--- src/design/sds_pkg.sv ---
package sds_pkg;

    localparam int CYL_W  = 16;
    localparam int MOVE_W = 22;

    localparam logic [MOVE_W-1:0] MOVE_MAX = {MOVE_W{1'b1}};

    // configuration register indexes
    localparam logic CFG_FIRST_DIR = 1'b0;
    localparam logic CFG_END_CYL   = 1'b1;

    // input commands
    localparam logic CMD_SET_HEAD = 1'b0;
    localparam logic CMD_ADD_REQ  = 1'b1;

    localparam logic [CYL_W-1:0] END_CYL_RESET = 16'd199;

    typedef logic [CYL_W-1:0] cyl_t;
    typedef logic [MOVE_W-1:0] move_t;

endpackage

--- src/design/sds_ram.sv ---
module sds_ram #(
    parameter int WIDTH = 16,
    parameter int DEPTH = 32
) (
    input  logic                                   aclk,
    input  logic                                   we,
    input  logic [(DEPTH > 1 ? $clog2(DEPTH) : 1)-1:0] waddr,
    input  logic [WIDTH-1:0]                       wdata,
    input  logic                                   re,
    input  logic [(DEPTH > 1 ? $clog2(DEPTH) : 1)-1:0] raddr,
    output logic [WIDTH-1:0]                       rdata
);

    logic [WIDTH-1:0] mem [DEPTH];
    logic [WIDTH-1:0] rdata_reg;

    always_ff @(posedge aclk) begin
        if (we) begin
            mem[waddr] <= wdata;
        end
        if (re) begin
            rdata_reg <= mem[raddr];
        end
    end

    assign rdata = rdata_reg;

endmodule

--- src/design/scan_disk_scheduler_unit.sv ---
// scan (elevator) disk scheduler, requests held in one simple dual-port ram
// set-head and non-final add items: accepted one per cycle while idle, no result
// final add item: insertion sort in ram, one compare/shift per step, then a split
// scan over the requests at or below the start, then n+1 results (the requests
// plus the turn-around); next item after that
// reset (aresetn low, synchronous): list empty, head 0, end 199, first sweep down
module scan_disk_scheduler_unit #(
    parameter int MAX_REQUESTS = 32
) (
    input  logic                 aclk,
    input  logic                 aresetn,
    // configuration write port
    input  logic                 cfg_we,
    input  logic                 cfg_index,
    input  logic [15:0]          cfg_data,
    // input items
    input  logic                 s_valid,
    output logic                 s_ready,
    input  logic                 s_command,
    input  sds_pkg::cyl_t        s_cylinder,
    input  logic                 s_is_last,
    // result items
    output logic                 m_valid,
    input  logic                 m_ready,
    output sds_pkg::cyl_t        m_head_position,
    output sds_pkg::move_t       m_total_movement,
    output logic                 m_last_step
);
    import sds_pkg::*;

    localparam int CW = $clog2(MAX_REQUESTS + 1);
    localparam int AW = (MAX_REQUESTS > 1) ? $clog2(MAX_REQUESTS) : 1;
    localparam logic [CW-1:0] CNT_MAX = CW'(MAX_REQUESTS);

    localparam logic [3:0] ST_IDLE   = 4'd0;
    localparam logic [3:0] ST_SORT_I = 4'd1;
    localparam logic [3:0] ST_SORT_V = 4'd2;
    localparam logic [3:0] ST_SORT_C = 4'd3;
    localparam logic [3:0] ST_SORT_W = 4'd4;
    localparam logic [3:0] ST_SPL_RD = 4'd5;
    localparam logic [3:0] ST_SPL_C  = 4'd6;
    localparam logic [3:0] ST_NEXT   = 4'd7;
    localparam logic [3:0] ST_EMIT   = 4'd8;

    localparam logic [1:0] PH_FIRST = 2'd0;
    localparam logic [1:0] PH_SECOND = 2'd2;

    logic [3:0]    state_reg;
    logic          dir_reg;
    cyl_t          end_reg;
    logic [CW-1:0] cnt_reg;
    cyl_t          start_reg;
    cyl_t          cur_reg;
    move_t         move_reg;
    logic [CW-1:0] i_reg, j_reg;
    cyl_t          v_reg;
    logic [CW-1:0] up_reg, dn_reg;
    logic [1:0]    ph_reg;
    logic          use_mem_reg;
    logic          last_pend_reg;
    logic          m_valid_reg;
    cyl_t          m_pos_reg;
    move_t         m_move_reg;
    logic          m_last_reg;

    // ram port controls
    logic          ram_we, ram_re;
    logic [AW-1:0] ram_waddr, ram_raddr;
    cyl_t          ram_wdata, ram_rdata;

    sds_ram #(.WIDTH(CYL_W), .DEPTH(MAX_REQUESTS)) u_store (
        .aclk  (aclk),
        .we    (ram_we),
        .waddr (ram_waddr),
        .wdata (ram_wdata),
        .re    (ram_re),
        .raddr (ram_raddr),
        .rdata (ram_rdata)
    );

    logic          in_acc;
    cyl_t          sat_cyl;
    logic [CW-1:0] cnt_after;
    logic          up_has, dn_has;
    logic          first_has, second_has;
    cyl_t          emit_pos;
    cyl_t          step_dist;
    logic [MOVE_W:0] move_sum;
    move_t         move_next;
    logic          out_free;

    assign s_ready   = (state_reg == ST_IDLE);
    assign in_acc    = s_valid && s_ready;
    assign sat_cyl   = (s_cylinder > end_reg) ? end_reg : s_cylinder;
    assign cnt_after = (cnt_reg < CNT_MAX) ? cnt_reg + 1'b1 : cnt_reg;

    // sides still holding requests, relative to the split point
    assign up_has     = (up_reg < cnt_reg);
    assign dn_has     = (dn_reg != '0);
    assign first_has  = dir_reg ? up_has : dn_has;
    assign second_has = dir_reg ? dn_has : up_has;

    assign emit_pos  = use_mem_reg ? ram_rdata : (dir_reg ? end_reg : '0);
    assign step_dist = (cur_reg > emit_pos) ? cur_reg - emit_pos : emit_pos - cur_reg;
    assign move_sum  = {1'b0, move_reg} + (MOVE_W + 1)'(step_dist);
    assign move_next = move_sum[MOVE_W] ? MOVE_MAX : move_sum[MOVE_W-1:0];
    assign out_free  = !m_valid_reg || m_ready;

    // ram access per state
    always_comb begin
        ram_we    = 1'b0;
        ram_waddr = '0;
        ram_wdata = v_reg;
        ram_re    = 1'b0;
        ram_raddr = '0;
        unique case (state_reg)
            ST_IDLE: begin
                ram_we    = in_acc && (s_command == CMD_ADD_REQ) && (cnt_reg < CNT_MAX);
                ram_waddr = cnt_reg[AW-1:0];
                ram_wdata = sat_cyl;
            end
            ST_SORT_I: begin
                ram_re    = 1'b1;
                ram_raddr = i_reg[AW-1:0];
            end
            ST_SORT_V: begin
                ram_re    = 1'b1;
                ram_raddr = AW'(j_reg - 1'b1);
            end
            ST_SORT_C: begin
                // shift the larger entry up, or drop the held value in place
                ram_we    = 1'b1;
                ram_waddr = j_reg[AW-1:0];
                ram_wdata = (ram_rdata > v_reg) ? ram_rdata : v_reg;
                ram_re    = (ram_rdata > v_reg) && (j_reg > CW'(1));
                ram_raddr = AW'(j_reg - CW'(2));
            end
            ST_SORT_W: begin
                ram_we    = 1'b1;
                ram_waddr = j_reg[AW-1:0];
            end
            ST_SPL_RD: begin
                ram_re    = 1'b1;
                ram_raddr = up_reg[AW-1:0];
            end
            ST_NEXT: begin
                ram_re    = 1'b1;
                if ((ph_reg == PH_FIRST) == dir_reg) begin
                    ram_raddr = up_reg[AW-1:0];
                end else begin
                    ram_raddr = AW'(dn_reg - 1'b1);
                end
            end
            default: begin
            end
        endcase
    end

    always_ff @(posedge aclk) begin
        if (!aresetn) begin
            state_reg   <= ST_IDLE;
            dir_reg     <= 1'b0;
            end_reg     <= END_CYL_RESET;
            cnt_reg     <= '0;
            start_reg   <= '0;
            cur_reg     <= '0;
            move_reg    <= '0;
            m_valid_reg <= 1'b0;
        end else begin
            if (cfg_we) begin
                unique case (cfg_index)
                    CFG_FIRST_DIR: dir_reg <= cfg_data[0];
                    CFG_END_CYL:   end_reg <= cfg_data;
                endcase
            end
            // the emit state sets valid itself whenever the output frees up
            if (m_valid_reg && m_ready && state_reg != ST_EMIT) begin
                m_valid_reg <= 1'b0;
            end
            unique case (state_reg)
                ST_IDLE: begin
                    if (in_acc) begin
                        if (s_command == CMD_SET_HEAD) begin
                            start_reg <= s_cylinder;
                            cur_reg   <= s_cylinder;
                            cnt_reg   <= '0;
                        end else begin
                            cnt_reg <= cnt_after;
                            i_reg   <= CW'(1);
                            if (s_is_last) begin
                                state_reg <= ST_SORT_I;
                            end
                        end
                    end
                end
                ST_SORT_I: begin
                    // read issued here is harmless once the sort is done
                    if (i_reg >= cnt_reg) begin
                        up_reg    <= '0;
                        state_reg <= ST_SPL_RD;
                    end else begin
                        j_reg     <= i_reg;
                        state_reg <= ST_SORT_V;
                    end
                end
                ST_SORT_V: begin
                    v_reg     <= ram_rdata;
                    state_reg <= ST_SORT_C;
                end
                ST_SORT_C: begin
                    if (ram_rdata > v_reg) begin
                        j_reg <= j_reg - 1'b1;
                        if (j_reg == CW'(1)) begin
                            state_reg <= ST_SORT_W;
                        end
                    end else begin
                        i_reg     <= i_reg + 1'b1;
                        state_reg <= ST_SORT_I;
                    end
                end
                ST_SORT_W: begin
                    i_reg     <= i_reg + 1'b1;
                    state_reg <= ST_SORT_I;
                end
                ST_SPL_RD: begin
                    if (up_reg >= cnt_reg) begin
                        dn_reg    <= up_reg;
                        ph_reg    <= PH_FIRST;
                        move_reg  <= '0;
                        cur_reg   <= start_reg;
                        state_reg <= ST_NEXT;
                    end else begin
                        state_reg <= ST_SPL_C;
                    end
                end
                ST_SPL_C: begin
                    if (ram_rdata <= start_reg) begin
                        up_reg    <= up_reg + 1'b1;
                        state_reg <= ST_SPL_RD;
                    end else begin
                        dn_reg    <= up_reg;
                        ph_reg    <= PH_FIRST;
                        move_reg  <= '0;
                        cur_reg   <= start_reg;
                        state_reg <= ST_NEXT;
                    end
                end
                ST_NEXT: begin
                    state_reg <= ST_EMIT;
                    priority if (ph_reg == PH_FIRST && first_has) begin
                        use_mem_reg   <= 1'b1;
                        last_pend_reg <= 1'b0;
                        if (dir_reg) up_reg <= up_reg + 1'b1;
                        else         dn_reg <= dn_reg - 1'b1;
                    end else if (ph_reg != PH_SECOND) begin
                        // turn-around at the end cylinder going up, or at cylinder 0 going down
                        use_mem_reg   <= 1'b0;
                        last_pend_reg <= !second_has;
                        ph_reg        <= PH_SECOND;
                    end else begin
                        use_mem_reg <= 1'b1;
                        if (dir_reg) begin
                            dn_reg        <= dn_reg - 1'b1;
                            last_pend_reg <= (dn_reg == CW'(1));
                        end else begin
                            up_reg        <= up_reg + 1'b1;
                            last_pend_reg <= (up_reg + 1'b1 == cnt_reg);
                        end
                    end
                end
                ST_EMIT: begin
                    if (out_free) begin
                        m_valid_reg <= 1'b1;
                        m_pos_reg   <= emit_pos;
                        m_move_reg  <= move_next;
                        m_last_reg  <= last_pend_reg;
                        move_reg    <= move_next;
                        cur_reg     <= emit_pos;
                        if (last_pend_reg) begin
                            cnt_reg   <= '0;
                            start_reg <= emit_pos;
                            state_reg <= ST_IDLE;
                        end else begin
                            state_reg <= ST_NEXT;
                        end
                    end
                end
                default: state_reg <= ST_IDLE;
            endcase
        end
    end

    assign m_valid          = m_valid_reg;
    assign m_head_position  = m_pos_reg;
    assign m_total_movement = m_move_reg;
    assign m_last_step      = m_last_reg;

    // fill count never passes the store depth
    a_cnt_bound: assert property (@(posedge aclk) disable iff (!aresetn)
        cnt_reg <= CNT_MAX)
        else $error("request count beyond store depth");

    // sweep pointers stay ordered around the split while results go out
    a_ptr_order: assert property (@(posedge aclk) disable iff (!aresetn)
        (state_reg == ST_NEXT || state_reg == ST_EMIT) |->
            (dn_reg <= up_reg) && (up_reg <= cnt_reg))
        else $error("sweep pointers out of order");

    // a final result always returns the block to accepting items
    a_last_idle: assert property (@(posedge aclk) disable iff (!aresetn)
        (state_reg == ST_EMIT && out_free && last_pend_reg) |=> s_ready)
        else $error("block not idle after final result");

endmodule

--- config.mk ---
export PLATFORM = sky130hd
export DESIGN_NAME = scan_disk_scheduler_unit
export DESIGN_NICKNAME = d
export VERILOG_FILES = /design/src/design/sds_pkg.sv /design/src/design/sds_ram.sv /design/src/design/scan_disk_scheduler_unit.sv
export SDC_FILE = /design/constraint.sdc
export NUM_CORES = 1
export LEC_CHECK = 0
export BUFFER_PORTS_ARGS = -buffer_cell sky130_fd_sc_hd__buf_2
export CORE_AREA = 2 2 276 278
export DETAILED_ROUTE_END_ITERATION = 12
export DIE_AREA = 0 0 278 280
export GPL_ROUTABILITY_DRIVEN = 0
export PLACE_DENSITY = 0.64
export SLEW_MARGIN = 20
export SYNTH_ARGS = -nofsm -noshare
export SYNTH_HDL_FRONTEND = slang
export SYNTH_SLANG_ARGS = --single-unit
--- constraint.sdc ---
create_clock -name aclk -period 13.6 [get_ports aclk]
set_clock_uncertainty 0.15 [all_clocks]
set_input_delay 0.68 -clock aclk [delete_from_list [all_inputs] [get_ports aclk]]
set_output_delay 0.68 -clock aclk [all_outputs]
set_load 0.005 [all_outputs]
After elaboration in Yosys (flattened, before gate mapping)
Memory sizes are Yosys's and may differ from the RTL's. A register that Yosys moved wholly into a read port is not among the register bits.
Cells that the tools add are included.
{"block": "word_totals", "ff_bits": 165, "ram_bits": 512, "out_inout_bits": 41, "n_memories": 1}
{"name": "u_store.mem", "depth": 32, "word_bits": 16, "rd": 1, "rd_clocked_by_memory_dff": 1, "wr": 1, "line_no": "sds_ram.sv:14", "rtl": "logic [WIDTH-1:0] mem [DEPTH];"}
{"block": "op_classes", "add_sub_neg": 9, "magnitude_cmp": 9, "eq_ne": 36, "mux": 78, "bitwise_logic": 1, "reduce_logical": 37}
{"cell": "$mux 16", "count": 12}
{"cell": "$mux 6", "count": 22}
{"cell": "$mux 22", "count": 4}
{"cell": "$pmux 22 s3", "count": 1}
{"cell": "$pmux 16 s2", "count": 2}
{"cell": "$pmux 16 s4", "count": 1}
{"cell": "$pmux 6 s3", "count": 3}
{"cell": "$gt 16x16->1", "count": 3}
{"cell": "$pmux 4 s9", "count": 1}
{"cell": "$sub 16x16->16", "count": 2}
{"cell": "$ne 2x2->1 const B", "count": 13}
{"cell": "$pmux 5 s5", "count": 1}
{"cell": "$mux 4", "count": 6}
{"cell": "$pmux 6 s2", "count": 2}
{"cell": "$add 22x16->23", "count": 1}
{"cell": "$reduce_and 5->1", "count": 4}
{"cell": "$add 6x1->6 const B", "count": 3}
{"cell": "$ne 3x3->1 const B", "count": 6}
{"cell": "$eq 4x3->1 const B", "count": 4}
{"cell": "$le 16x16->1", "count": 1}
{"cell": "$reduce_and 7->1", "count": 2}
{"cell": "$eq 6x1->1 const B", "count": 2}
{"cell": "$ge 6x6->1", "count": 2}
{"cell": "$reduce_and 6->1", "count": 2}
{"cell": "35 further kinds", "count": 70}

Depth between registers and ports, before layout
Gate-level depths: netlist of run 1.
{"block": "logic_depth", "word_depth": 8, "depth_mapped": 30}

Modules after synthesis
A second synthesis of run 1 with hierarchy kept.
{"block": "unflattened", "hier_cells": 2524, "area_unflattened_um2": 32499.9}
{"mod": "sds_ram", "n_inst": 1, "cells_each": 1143, "area_per_inst_um2": 20694.8}
{"mod": "scan_disk_scheduler_unit", "n_inst": 1, "cells_each": 1381, "area_per_inst_um2": 11805.1}

Worst setup path after synthesis of run 1
No wires, ideal clock.
{"block": "synth_path", "kind": "flip-flop to flip-flop", "from": "reg dir_reg", "to": "reg m_move_reg[21], in the netlist m_total_movement[21], data pin", "setup_ps": 254, "arrival_time_ps": 5298, "setup_slack_ps": 7897, "path_stages_with_launch": 30, "synth_period_minus_slack_ps": 5703, "path_cell_list": "dfxtp_1 > buf_2 > inv_1 > clkbuf_1 > nor3_1 > a21oi_1 > inv_1 > ha_1 > buf_4 > a21oi_2 > o21ai_1 > a311oi_2 > nand3_2 > nand2_2 > buf_6 > mux2i_2 > o211ai_1 > a21boi_1 > xnor2_1 > ha_1 > a21o_1 > a21o_1 > a21o_1 > a21oi_1 > nand2_1 > o21ai_1 > a21o_1 > buf_2 > nand3_1 > o21a_1"}
{"block": "synth_via", "elab_chain_cells": 6}
{"item": "from (decl)", "line_no": "scan_disk_scheduler_unit.sv:49", "rtl": "logic dir_reg;"}
{"item": "from (signal assigned)", "line_no": "scan_disk_scheduler_unit.sv:172", "rtl": "CFG_FIRST_DIR: dir_reg <= cfg_data[0];"}
{"item": "$mux 16 (*) (2 in series)", "line_no": "scan_disk_scheduler_unit.sv:103", "rtl": "assign emit_pos = use_mem_reg ? ram_rdata : (dir_reg ? end_reg : '0);"}
{"item": "net emit_pos[11]", "line_no": "scan_disk_scheduler_unit.sv:86", "rtl": "cyl_t emit_pos;"}
{"item": "$sub 16x16->16 / $gt 16x16->1 (equally long branches)", "line_no": "scan_disk_scheduler_unit.sv:104", "rtl": "assign step_dist = (cur_reg > emit_pos) ? cur_reg - emit_pos : emit_pos - cur_reg;"}
{"item": "$mux 16 (*)", "line_no": "scan_disk_scheduler_unit.sv:104"}
{"item": "$add 22x16->23 (*)", "line_no": "scan_disk_scheduler_unit.sv:105", "rtl": "assign move_sum = {1'b0, move_reg} + (MOVE_W + 1)'(step_dist);"}
{"item": "$mux 22 (*)", "line_no": "scan_disk_scheduler_unit.sv:106", "rtl": "assign move_next = move_sum[MOVE_W] ? MOVE_MAX : move_sum[MOVE_W-1:0];"}
{"item": "net move_next[21]", "line_no": "scan_disk_scheduler_unit.sv:89", "rtl": "move_t move_next;"}
{"item": "to (signal assigned)", "line_no": "scan_disk_scheduler_unit.sv:275", "rtl": "m_move_reg <= move_next;"}
{"item": "to (decl)", "line_no": "scan_disk_scheduler_unit.sv:63", "rtl": "move_t m_move_reg;"}
Mark *: on every way through the listed nets, which the timed path passes. The rest lies on a longest branch.
A chain may end at the register's enable or synchronous reset.

Final worst setup path of run 1
{"block": "layout_path", "from": "reg dir_reg", "to": "reg move_reg[2]"}
{"block": "layout_via", "elab_chain_cells": 8}
{"item": "$mux 16 (*) (2 in series)", "line_no": "scan_disk_scheduler_unit.sv:103"}
{"item": "net emit_pos[11]", "line_no": "scan_disk_scheduler_unit.sv:86"}
{"item": "$sub 16x16->16 / $gt 16x16->1 (equally long branches)", "line_no": "scan_disk_scheduler_unit.sv:104"}
{"item": "$mux 16 (*)", "line_no": "scan_disk_scheduler_unit.sv:104"}
{"item": "$add 22x16->23 (*)", "line_no": "scan_disk_scheduler_unit.sv:105"}
{"item": "$mux 22 (*)", "line_no": "scan_disk_scheduler_unit.sv:106"}
{"item": "net move_next[2]", "line_no": "scan_disk_scheduler_unit.sv:89"}
{"item": "$mux 22 (*)", "line_no": "scan_disk_scheduler_unit.sv:272", "rtl": "if (out_free) begin"}
{"item": "$pmux 22 s3 (*)", "line_no": "scan_disk_scheduler_unit.sv:180", "rtl": "unique case (state_reg)"}
{"item": "to (signal assigned)", "line_no": "scan_disk_scheduler_unit.sv:277", "rtl": "move_reg <= move_next;"}
{"item": "to (decl)", "line_no": "scan_disk_scheduler_unit.sv:54", "rtl": "move_t move_reg;"}
Mark *: on every way through the listed nets, which the timed path passes. The rest lies on a longest branch. The select of a mux whose other input is x is not followed.

==> results.md, run 1 <==
* Largest register FFs at 512
* Critical Path End Type: register
* Die X at 278 um
* Ys flop type: edfxtp_1
* Max stage delay on crit path at 0.58 ns
* Worst Slack Setup Final at 6.05 ns
* Sink Count at 692
* Hold slack at 0.157 ns
* CTS tree: built
* Worst Setup Start Kind: register
* CTS max path bufs at 3
* Cells after synthesis at 2771
* Share of cells above drive strength 1 at 11.1%
* Largest net degree at the start of global routing at 178
* Slew HR at 21.2%
* Row cnt at 101
* Post-synthesis mux area share at 2.19%
* Initial antenna violation count at 1
* Max Cap Viol at 0
* Power, Total at 4860 uW
* Clk slew on worst S/H paths at 0.06 ns
* Register area share after synthesis at 61.0%
* Synth Area in Compound Gates at 15.1%
* Post-cts sizing count at 0
* First-pass DRT Iterations at 8
* Final core occ at 48.6%
* # Post-CTS Setup Buffers at 0
* Final setup violation count at 0
* DR iter-0 viols at 2016
* Cell Chain, Critical Path: inv_1 -> nor3_1 -> a21oi_1 -> inv_1 -> ha_1 -> a21oi_2 -> o21ai_1 -> a311oi_2 -> nand3_2 -> nand2_2 -> mux2_2 -> o211ai_1 -> a21boi_1 -> xnor2_1 -> ha_1 -> a21o_1 -> a21o_1 -> a21o_1 -> a21oi_1 -> nand2_1 -> o21ai_1 -> a21o_1 -> o21ai_0 -> a22o_1
* First-pass GRT wire length at 129000 um
* Main combinational cell family by area after synthesis: compound AO/OA/AOI/OAI gates
* Core area at 75200 um2
* Final Hold Fails at 0
* Routed vias at 22600
* H-Tree Depth at 3
* Avg Inst Size Synth at 11.8 um2
* Hold buffer count at CTS at 0
* Crit path top cell by count: a21o_1
* Delay-heaviest family, CP: compound AO/OA/AOI/OAI gates
* Die Span Y at 280 um
* EDFF count, synth at 610
* Leakage power at 0.0128 uW
* Min Tclk post-route at 7.55 ns
* Synth Area in XOR/XNOR at 1.41%
* Status: completed
* P&R area growth vs syn at 11.7%
* Total global routing overflow at 0
* Post-synthesis adder-cell area fraction at 4.60%
* Wire per inst at 22.1 um
* Root Buffer Master: clkbuf_16
* Number of buffers and inverters on the critical path at 2
* Worst min path class: in -> reg
* Mapped Area at 32700 um2
* Ports at 81
* Dpl ws at 6.21 ns
* Distinct cells, synth at 96
* Starting density of the core at 43.5%
* Asr flop ratio synth at 0%
* Crit path DAT at 7.92 ns
* Antenna Violating Nets Remaining at 0
* Total GRT Usage at 21.5%
* Worst vdd ir at 117 uV
* Worst Path Required at 13.97 ns
* Worst slew pin tran at 1.18 ns
* Power Density at 133 nW/um2
* RSZ-0062 raised after global routing: false
* Synth Register Bits at 692
* Die ar. at 77800 um2
* DR DRC count at 0
* Routed vias/inst at 5.86
* Clock Latency Late Sink at 0.63 ns
* Post-DP HPWL at 53900 um
* WS Path Type: reg -> reg
* Final WL at 84900 um
* Crit Path Max Fanout at 29
* Slew Viols, Final at 0
* Slowest cell on the critical path: a21o_1
* Synth warnings at 0
* Crit share post-route at 55.5%
* Setup_tns at 0 ns
* Cts bufs inserted at 73
* I/O Buffers at 80
* Syn_nets at 2930
* Vias in the first global route at 21600
* Fillers at 6545
* Highest Clock Rate at 132 MHz
* Simple-gate share of the synthesized area at 11.9%
* Nets at 2972
## cell usage after synthesis (all sizes together) (9+ instances only)
library cell  number  area share, %
buf               87            1.5
a211oi           131            3.0
ha               117            4.5
nand2            390            4.5
o211ai            11           0.25
a31oi             81            1.5
nand2b            16           0.31
o21a              10           0.23
a311oi            33           0.90
edfxtp           610             56
nor2b             19           0.39
nand3             29           0.49
xor2              19           0.51
a22oi             34           0.78
a221oi            32           0.88
nor3              36           0.60
and3               9           0.17
a21oi            145            2.2
clkbuf            75           0.86
inv              115            1.3
xnor2             33           0.91
o21bai            10           0.23
nand4             38           0.73
dfxtp             82            5.0
o221ai            21           0.60
mux2i             65            2.0
a21o              43           0.99
nor2             157            1.8
o21ai            100            1.5
and2             116            2.2
a22o              20           0.54
## cells in the final DEF, fill, tap and decap left out, types with 7 or more instances in the layout
master / n
a21o_1: 42
a22oi_1: 34
and2_1: 96
ha_1: 117
o21ai_0: 78
clkbuf_1: 13
a21oi_1: 141
a31oi_1: 81
nor2b_1: 17
a211oi_1: 131
a311oi_1: 32
o21bai_1: 10
nor4_1: 7
clkinv_1: 17
nand4_1: 38
nor3_1: 29
o21ai_1: 21
dfxtp_1: 82
nor2_1: 136
nand2_1: 388
nor2_2: 20
and2_0: 20
nand3_1: 25
buf_2: 80
inv_1: 112
mux2i_1: 63
nand2b_1: 15
clkbuf_16: 74
xor2_1: 19
and3_1: 9
clkinv_2: 16
xnor2_1: 32
a22o_1: 20
o211ai_1: 11
buf_4: 47
edfxtp_1: 610
a221oi_1: 31
o21a_1: 10
o221ai_2: 17
## tightest hold or removal path, stage by stage
cell,delay (ns)
buf_2,0.09
nand2_1,0.05
nand3_1,0.07
## path summary, 6_finish.rpt
check | startpoint | to | slack (ns) | cells past startpoint
min reg2reg | end_reg[3] | end_reg[3] | 0.32 | 2
min | cfg_data[0] | end_reg[0] | 0.16 | 3
max reg2reg | dir_reg | move_reg[2] | 6.05 | 24
max | dir_reg | move_reg[2] | 6.05 | 24
## through the flow
step                cells  area, um2
global placement     3716      34200
floorplan            2771      32700
global route         3849      36600
CTS                  3849      36500
finish               3850      36600
detailed placement   3716      34200
## power by group
part           switching [uW]  leakage (uW)  total, uW  internal, uW
registers                16.8       0.00620       2390          2370
logic                     338       0.00540        499           161
clock network             851       0.00115       1970          1120
## logic make-up (layout without fill, tap and decap cells)
logic type | Yosys count | in the layout
muxes | 69 | 69
adders and majority gates | 119 | 119
xor gates and xnor gates | 52 | 52
other | 0 | 1
AOI/OAI and AO/OA | 720 | 720
DFF | 692 | 692
buffers and inverters | 278 | 378
and+or+nand+nor | 841 | 841
## area by class of cell
| type | instances | area [um2] | area share, % |
|---|---|---|---|
| inverters | 116 | 435 | 1.19 |
| multi-input cells | 1801 | 11800 | 32.2 |
| clock buffers | 89 | 1930 | 5.27 |
| clock inverters | 44 | 423 | 1.16 |
| well taps | 978 | 1220 | 3.35 |
| flip-flops and latches | 692 | 20000 | 54.6 |
| diodes | 1 | 2.50 | 0.00685 |
| repair buffers | 129 | 793 | 2.17 |
## routing by layer
metal  share of wire (%)  GRT usage [%]  routed length, um  up-vias
li1                    -              -                  -    10500
met4                 3.4           7.78               2850        2
met2                  48           36.0              40600      768
met5              0.0071              0                  6        -
met3                 5.7           3.03               4880      159
met1                  43           28.7              36600    11100
Power figures use the tool's default switching activity.
==> run 2: changes to the inputs <==
- clock period: 13.6 -> 7.45 ns (I/O delays scaled with it)
==> results.md, run 2 (synthesis gave the netlist of run 1 again) <==
* Status: completed
* DR iter-0 viols at 2059 (+2.1%)
* Slew HR at 6.14% (-15 points)
* Sink Count at 692 (unchanged)
* CTS max path bufs at 3 (unchanged)
* Final setup violation count at 0 (unchanged)
* Highest Clock Rate at 146 MHz (+9.9%)
* Die ar. at 77800 um2 (unchanged)
* Worst Path Required at 7.81 ns (-6.16 ns)
* Fillers at 6483 (-0.95%)
* Vias in the first global route at 21700 (+0.44%)
* Min-delay src: s_cylinder[2]
* Ports at 81 (unchanged)
* Area of placed instances at 34200 um2 (about the same)
* Start of the worst register-to-register path: dir_reg
* Worst slew pin tran at 1.41 ns (+0.226 ns)
* Wire per inst at 22.0 um (-0.29%)
* Final Hold Fails at 0 (unchanged)
* First-pass GRT wire length at 129000 um (+0.39%)
* Post-DP HPWL at 54700 um (+1.4%)
* Worst min path class: in -> reg
* Hold slack at 0.0554 ns (-0.101 ns)
* Core area at 75200 um2 (unchanged)
* Most frequent cells in the layout: edfxtp_1, nand2_1, a21oi_1, nor2_1, a211oi_1
* P&R area growth vs syn at 12.7%
* Total placed cells including tap cells at 3719 (+0.081%)
* Initial antenna violation count at 0 (-1)
* RSZ-0062 raised after global routing: false
* Power Density at 243 nW/um2 (+83%)
* Fin cells at 3878 (+0.73%)
* Total GRT Usage at 21.5% (about the same)
* Register area at 20000 um2 (unchanged)
* First-pass DRT Iterations at 6 (-2)
* Largest register FFs at 512 (unchanged)
* Final WL at 85300 um (+0.43%)
* Row cnt at 101 (unchanged)
* Worst vdd ir at 219 uV (+88%)
* Clock Latency Late Sink at 0.62 ns (about the same)
* CTS tree: built
* Total global routing overflow at 0 (unchanged)
* Worst Setup SP: dir_reg
* Cts bufs inserted at 75 (+2.7%)
* Power, Total at 8960 uW (+85%)
* Routed vias at 22600 (+0.28%)
* Max Cap Viol at 0 (unchanged)
* Slew Viols, Final at 0 (unchanged)
* Worst Setup Start Kind: register
* Post-route cell area at 36900 um2 (+0.89%)
* Multi-input logic area at 11800 um2 (about the same)
* Die X at 278 um (unchanged)
* Antenna Violating Nets Remaining at 0 (unchanged)
* WS Path Type: reg -> reg
* Largest net degree at the start of global routing at 224 (+26%)
* Reg2reg setup slack at 0.58 ns (-5.47 ns)
* Leakage power at 0.0129 uW (+1.0%)
* DR DRC count at 0 (unchanged)
* Clk slew on worst S/H paths at 0.06 ns (about the same)
* Crit path DAT at 7.24 ns (-0.68 ns)
* Starting density of the core at 43.5% (unchanged)
* H-Tree Depth at 3 (unchanged)
* I/O Buffers at 80 (unchanged)
* Die Span Y at 280 um (unchanged)
* Nets at 2999 (+0.91%)
* Root Buffer Master: clkbuf_16
* Setup_tns at 0 ns (unchanged)
* Crit share post-route at 92.2% (+37 points)
* Critical Path End Type: register
* # Post-CTS Setup Buffers at 0 (unchanged)
* Commonest non-fill, non-tap cell in the layout: edfxtp_1
* Share of cells above drive strength 1 at 11.0% (-0.10 points)
* Crit Path Max Fanout at 17 (-41%)
* Routed vias/inst at 5.83 (-0.44%)
* Min Tclk post-route at 6.87 ns (-0.678 ns)
## run 2: repair_timing
item                                   in CTS  in global routing
hold buffers                               22                  0
endpoints found under the hold margin      19                  0
gates resized for setup                     0                  1
setup endpoints to repair                   0                  2
## run 2: worst max-delay path, stage by stage (launching register included)
cell and delay, ns:
dfxtp_1 0.60, inv_1 0.35, nor3_1 0.25, a21oi_1 0.13
inv_1 0.14, ha_1 0.37, a21oi_2 0.26, o21ai_1 0.14
a311oi_2 0.50, nand3_2 0.18, nand2_2 0.22, mux2_2 0.36
o211ai_1 0.25, a21boi_1 0.13, xnor2_1 0.36, ha_1 0.38
a21o_1 0.21, a21o_1 0.18, a21o_1 0.20, a21oi_1 0.14
nand2_1 0.06, o21ai_1 0.34, a21o_2 0.41, o21ai_0 0.19
a22o_1 0.23
## run 2: per-layer routing
| layer | track usage [%] | part of all wire (%) | routed length, um |
|---|---|---|---|
| met1 | 29.3 | 43 | 36800 |
| met2 | 34.8 | 47 | 40100 |
| met3 | 3.27 | 6.0 | 5130 |
| met4 | 8.33 | 3.8 | 3200 |
| met5 | 0 | 0 | 0 |
## run 2: report_power, final
group | switching (uW) | total, uW | internal, uW
logic | 627 | 932 | 305
registers | 32.4 | 4370 | 4340
clock network | 1540 | 3660 | 2130
## run 2: per-stage QoR
step / setup WS (ns) / utilization (%)
CTS: 0.468 / 49.0
global placement: 0.656 / 45.5
floorplan: 1.75 / -
global route: 0.144 / 49.0
finish: 0.578 / 49.0
detailed placement: 0.490 / 45.5
## run 2: area by class of cell
cell class	instances	area share [%]
Tap cell	978	3.32
Timing Repair Buffer	154	2.84
Antenna cell	2	0.0136
Clock buffer	94	5.42
Clock inverter	41	1.16
Multi-Input combinational cell	1801	31.9
Sequential cell	692	54.1
Inverter	116	1.19
## run 2: worst paths after layout
check / endpoint / cells past startpoint
max: move_reg[2] / 24
min: start_reg[2] / 5
max reg2reg: move_reg[2] / 24
min reg2reg: end_reg[8] / 2
